[config.mk]
export PLATFORM = sky130hd
export DESIGN_NAME = mcps_front
export DESIGN_NICKNAME = d
export VERILOG_FILES = /design/src/design/mcps_pkg.sv /design/src/design/mcps_front.sv
export SDC_FILE = /design/constraint.sdc
export NUM_CORES = 1
export LEC_CHECK = 0
export BUFFER_PORTS_ARGS = -buffer_cell sky130_fd_sc_hd__buf_2
export CAP_MARGIN = 5
export CORE_UTILIZATION = 45
export DETAILED_ROUTE_END_ITERATION = 12
export PLACE_DENSITY = 0.81
export SLEW_MARGIN = 20
export SYNTH_ARGS = -nofsm -noshare
export SYNTH_HDL_FRONTEND = slang
export SYNTH_SLANG_ARGS = --single-unit
[constraint.sdc]
create_clock -name clock -period 3.1 [get_ports clock]
set_input_delay 0.155 -clock clock [delete_from_list [all_inputs] [get_ports clock]]
set_output_delay 0.155 -clock clock [all_outputs]
set_load 0.02 [all_outputs]
[src/design/mcps_pkg.sv]
// ----------------------------------------------------------------------------
// mcps_pkg
// Shared types and constants of the controller-change pattern sequencer.
// ----------------------------------------------------------------------------
package mcps_pkg;

   localparam int NUM_PATTERNS_DEF    = 8;
   localparam int PATTERN_STEPS_DEF   = 256;
   localparam int BAR_TICKS_DEF       = 256;
   localparam int MAX_STEP_LENGTH_DEF = 16;

   // only the first eight patterns can be active
   localparam int MAX_PLAYABLE = 8;

   localparam int CHAN_W      = 4;
   localparam int CC_W        = 7;
   localparam int LEN_FIELD_W = 5;
   localparam int LENS_W      = 40;
   localparam int CTLS_W      = 56;
   localparam int CSR_W       = 56;
   localparam int CSR_IDX_W   = 2;

   localparam logic [LENS_W-1:0] STEP_LENGTHS_RESET = 40'd35468117025;

   localparam logic [CSR_IDX_W-1:0] CSR_MIDI_CHANNEL = 2'd0;
   localparam logic [CSR_IDX_W-1:0] CSR_STEP_LENGTHS = 2'd1;
   localparam logic [CSR_IDX_W-1:0] CSR_CONTROLLERS  = 2'd2;

   typedef enum logic [2:0] {
      CMD_TICK   = 3'd0,
      CMD_START  = 3'd1,
      CMD_STOP   = 3'd2,
      CMD_RESET  = 3'd3,
      CMD_WRITE  = 3'd4,
      CMD_ACTIVE = 3'd5
   } cmd_code_type;

   typedef struct packed {
      logic [2:0] command;
      logic [2:0] pattern_select;
      logic [7:0] entry_position;
      logic [6:0] entry_value;
      logic [7:0] active_mask;
   } req_type;

   typedef struct packed {
      logic [3:0] channel_out;
      logic [6:0] controller_out;
      logic [6:0] value_out;
      logic [2:0] source_pattern;
      logic       last_of_tick;
   } rsp_type;

   typedef struct packed {
      logic [CHAN_W-1:0] midi_channel;
      logic [LENS_W-1:0] step_lengths;
      logic [CTLS_W-1:0] controllers;
   } cfg_type;

   typedef struct packed {
      logic    valid;
      req_type word;
   } qhead_type;

   typedef struct packed {
      logic pop;
      logic clearing;
   } back_status_type;

endpackage

[src/design/mcps_front.sv]
// ----------------------------------------------------------------------------
// mcps_front
// Accepts command words, drops spare codes and out-of-range entry writes, queues the rest.
// ----------------------------------------------------------------------------
module mcps_front #(
   parameter int NUM_PATTERNS  = mcps_pkg::NUM_PATTERNS_DEF,
   parameter int PATTERN_STEPS = mcps_pkg::PATTERN_STEPS_DEF
) (
   input  logic                     clock,
   input  logic                     reset,
   input  mcps_pkg::req_type        req_word,
   input  logic                     req_valid,
   output logic                     req_ready,
   input  mcps_pkg::back_status_type status,
   output mcps_pkg::qhead_type      head
);
   import mcps_pkg::*;

   localparam int QDEPTH = 2;

   req_type    q_ff [QDEPTH];
   logic       wr_ptr_ff, wr_ptr_in;
   logic       rd_ptr_ff, rd_ptr_in;
   logic [1:0] count_ff, count_in;
   logic       keep;
   logic       push;

   always_comb begin
      keep = 1'b0;
      unique case (req_word.command)
         CMD_TICK, CMD_START, CMD_STOP, CMD_RESET, CMD_ACTIVE: keep = 1'b1;
         CMD_WRITE: begin
            keep = (int'(req_word.pattern_select) < NUM_PATTERNS) &&
                   (int'(req_word.entry_position) < PATTERN_STEPS);
         end
         default: keep = 1'b0;
      endcase
   end

   assign req_ready = (count_ff != 2'(QDEPTH)) && !status.clearing;
   assign push      = req_valid && req_ready && keep;

   always_comb begin
      wr_ptr_in = push ? ~wr_ptr_ff : wr_ptr_ff;
      rd_ptr_in = status.pop ? ~rd_ptr_ff : rd_ptr_ff;
      count_in  = count_ff + 2'(push) - 2'(status.pop);
   end

   always_ff @(posedge clock) begin
      if (reset) begin
         wr_ptr_ff <= 1'b0;
         rd_ptr_ff <= 1'b0;
         count_ff  <= '0;
      end else begin
         wr_ptr_ff <= wr_ptr_in;
         rd_ptr_ff <= rd_ptr_in;
         count_ff  <= count_in;
      end
   end

   always_ff @(posedge clock) begin
      if (push) begin
         q_ff[wr_ptr_ff] <= req_word;
      end
   end

   assign head.valid = (count_ff != '0);
   assign head.word  = q_ff[rd_ptr_ff];

endmodule

Word level (Yosys, flattened, before mapping). Memories as Yosys holds them, arrays and structs flattened. A register that Yosys moved wholly into a read port is not among the register bits. Index checks and enable logic that the tools add are counted.

Output and inout bits: 31. Memory bits (read-only): 0. Bits in writable memories: 58. Register bits: 4. Memories kept: 1. Latch bits: 0. Input bits: 34.

Memory list: q_ff (words 2, bits a word 29, rd ports 1, clocked after Yosys merged registers in 1, wr ports 1, line mcps_front.sv:21) `req_type q_ff [QDEPTH];`.

Bitwise gates (word level): 2. Muxes and demuxes: 5. Equality and inequality tests: 6. $lt $le $gt $ge: 0. Divide/modulo/power cells: 0. Reductions and logical operators: 7. $add $sub $neg: 2. Shift operators: 0. Multiply operators: 0.

Operator list (count): $eq A3 B2 Y1 const B (2); $eq A3 B3 Y1 const B (2); $reduce_or A6 Y1 (1); $mux W1 (5); $eq A3 B1 Y1 const B (1); $logic_and A1 B1 Y1 (3); $logic_not A3 Y1 (1); $add A2 B1 Y2 (1); $ne A2 B2 Y1 const B (1); $not A1 Y1 (2); $reduce_bool A2 Y1 (1); $sub A2 B1 Y2 (1); $logic_not A1 Y1 (1).

Logic depth before layout (Yosys ltp).
Depth after elaboration: 6. Gate-level depth with buffers: 8.

Worst setup path after synthesis. No wires, ideal clock.

Path kind: register -> register. Start point: reg count_ff[1]. End point: mem q_ff[1][0] (netlist name) (enable). Clock period less this slack: 2.559 ns. Stages on the path, launching flop included: 4. Arrival time: 2.144 ns. Path buffers: 0. Slack: 0.541 ns. Path through: dfxtp_1 > nor2b_4 > or3_2 > nor2_1.

Cells in the longest elaborated chain, start to end: 6.

Ends and longest elaborated chain: start: declaration (line mcps_front.sv:24) `logic [1:0] count_ff, count_in;`; start signal: assignment (line mcps_front.sv:57) `count_ff <= count_in;`; $ne A2 B2 Y1 (line mcps_front.sv:40) `assign req_ready = (count_ff != 2'(QDEPTH)) && !status.clearing;`; $logic_and A1 B1 Y1 (line mcps_front.sv:40); $logic_and A1 B1 Y1 (2 in series) (line mcps_front.sv:41) `assign push = req_valid && req_ready && keep;`; $mux W1 (line mcps_front.sv:62) `if (push) begin`; $mux W1 (not written as such) (line mcps_front.sv:63) `q_ff[wr_ptr_ff] <= req_word;`; end: declaration (line mcps_front.sv:21).

No other way between the ends.

Final worst setup path.
Start point: reg count_ff[1]. End point: mem q_ff[1][11] (netlist name) (enable).

Same word-level chain as after synthesis.

==> out/qor.csv <==
metric,value,unit
status,finished clean,
Die Wd,74.0,um
hpwl dp,2.60,mm
TritonCTS buffer count,9,
dpl ws,1.06,ns
Crit Path Class,reg2reg,
synthesized cell area,0.00233,mm2
fin worst setup slack,1.08,ns
Flop pwr share,53.8,%
PortBufs,64,
CP startpoint kind,flip-flop,
max incr delay on CP,0.55,ns
P_sw,0.444,mW
CTS Sinks,63,
"wirelength, routed",3.98,mm
Crit. End Element,flip-flop,
skew final,0.00441,ns
area of the die,0.00547,mm2
clock network power share,32.2,%
worst-skew pair later-pin latency,0.33,ns
Antenna Diode Count,0,
largest net degree at the start of global routing,25,
final hold violations,0,
Area after DPL,0.00277,mm2
I/O pins,65,
first-pass GRT wire length,6.02,mm
clk root buf,clkbuf_8,
Initial Util,48.1,%
Worst Path Required,3.14,ns
Synth cell types,17,
part of the cycle the worst path needs,65.3,%
"Seq/Total Area, Yosys",79.0,%
post-synth net total,152,
Final #Nets,238,
vias in the first global route,1325,
wire length per cell,14.5,um
CORE AREA,0.00485,mm2
slew margin rel.,54.3,%
Worst Path Arrival,2.06,ns
fin area,0.00305,mm2
total power,1.84,mW
unrepaired setup endpoints after global routing,false,
gr ovfl total,0,
final routed DRC violation total,0,
layout cells sized above 1,56.0,%
M3 GR Usage,4.88,%
CP max stage cell,nor2_2,
Resized Gates After CTS,0,
cts-stage hold buffer count,11,
leakage,1.16,nW
ANT nets after route,0,
Post-CTS Repair Setup Buffers,0,
Post-Route Utilization,62.8,%
Worst-Margin Slew,0.685,ns
cell count after synthesis,116,
Max Cap Viol,0,
cell internal pwr,1.39,mW
Die Ht,74.0,um
Fin Setup TNS,0,ns
synth-to-layout area growth,30.6,%
#FFs+latches synth,63,
Final GP Congestion,0.674,
VDD IR max,0.419,mV
initial antenna violation count,0,
Comb pwr share,14.0,%
Max clock buf depth,2,
Max Freq,0.494,GHz
min-delay worst type,in2reg,
FP Rows,25,
grt met1 use,18.2,%
Most Crowded Layer GR,met2,
average size of a mapped cell,20.1,um2
synthesis warning total,0,
Switching Fraction,24.1,%
final setup vio count,0,
DR iter-0 viols,45,
"Cell Chain, Critical Path","nor2b_4, or3_2, nor2_2, buf_12",
vias per inst,4.65,
CTS tree,yes,
grt met2 use,26.4,%
register clock-pin slew on the reported worst setup and hold paths,0.07,ns
Slew Limit Fails,0,
Vias,1274,
drt first pass iters,2,
Worst Path Max Fanout,18,
H-tree depth,3,
Final Critical Period,2.02,ns
gr usage total,16.2,%
PD cells,603,mW/mm2
## registers in the layout (all words and copies together) (netlist names), named ones only
name	flops
rd_ptr_ff	1
q_ff	58
count_ff	2
wr_ptr_ff	1
## power groups by stage
stage	Sequential (mW)	Combinational [mW]	Clock (mW)
after CTS	0.989	0.263	0.604
after detailed placement	1.01	0.250	0
after global routing	0.991	0.280	0.636
final	0.988	0.258	0.592
after floorplan	1.00	0.163	0
after global placement	1.00	0.246	0
## synth_stat cells
library cell / count / share of area, %
or4_4: 1 / 0.48
ha_1: 2 / 1.1
o31ai_1: 1 / 0.32
a21oi_1: 1 / 0.21
buf_2: 3 / 0.64
xor2_1: 1 / 0.38
dfxtp_1: 5 / 4.3
edfxtp_1: 58 / 75
nor2_1: 5 / 0.80
inv_1: 3 / 0.48
nor2b_1: 1 / 0.27
xnor2_1: 2 / 0.75
or3_2: 1 / 0.32
nor2b_4: 1 / 0.59
or2_2: 1 / 0.27
mux2_2: 29 / 14
a21bo_2: 1 / 0.43
## logic make-up (layout without fill, tap and decap cells)
| group | Yosys count | count (layout) | share of synthesized area [%] |
|---|---|---|---|
| XOR/XNOR | 3 | 3 | 1.13 |
| buffers and inverters | 6 | 97 | 1.13 |
| AND/OR/NAND/NOR | 10 | 10 | 2.74 |
| multiplexers | 29 | 29 | 14.0 |
| AO/OA/AOI/OAI | 3 | 3 | 0.966 |
| flip-flops | 63 | 63 | 79.0 |
| adder cells (fa/ha/maj) | 2 | 2 | 1.07 |
## worst max-delay path, delay by kind of cell (launching register included)
| family | cells | cell delay [ns] |
|---|---|---|
| buffers and inverters | 1 | 0.25 |
| AND/OR/NAND/NOR | 3 | 1.15 |
| flip-flops | 1 | 0.32 |
## cell usage in the layout, fill, tap and decap left out, drive strengths merged
master       instances
a21bo                1
a21oi                1
buf                 67
clkbuf              11
clkinv               5
dfxtp                5
dlygate4sd3         11
edfxtp              58
ha                   2
inv                  3
mux2                29
nor2                 5
nor2b                2
o31ai                1
or2                  1
or3                  1
or4                  1
xnor2                2
xor2                 1
## through the flow
| step | cells | hold slack (ns) |
|---|---|---|
| CTS | 274 | 0.000568 |
| finish | 274 | 0.0139 |
| floorplan | 116 | 0.224 |
| global route | 274 | 0.00216 |
| detailed placement | 247 | 0.347 |
| global placement | 247 | 0.344 |
## per-layer routing
layer | wire length, um | vias to the layer above
li1 | - | 618
met1 | 1670 | 602
met2 | 2030 | 44
met3 | 187 | 10
met4 | 97 | 0
met5 | 0 | -
## final cells by class
type	instances	area [um2]
Sequential cell	63	1840
Fill cell	358	1800
Timing Repair Buffer	78	478
Multi-Input combinational cell	47	467
Clock buffer	11	141
Tap cell	67	83.8
Clock inverter	5	23.8
Inverter	3	11.3
## final timing paths
path / from / to / slack [ns] / cells past startpoint
setup / recovery: count_ff[1] / q_ff[1][11] / 1.08 / 4
hold / removal: req_word[16] / q_ff[0][16] / 0.01 / 1
setup reg to reg: count_ff[1] / q_ff[1][11] / 1.08 / 4
hold reg to reg: wr_ptr_ff / wr_ptr_ff / 0.51 / 2
(Power assumes the default switching activity.)
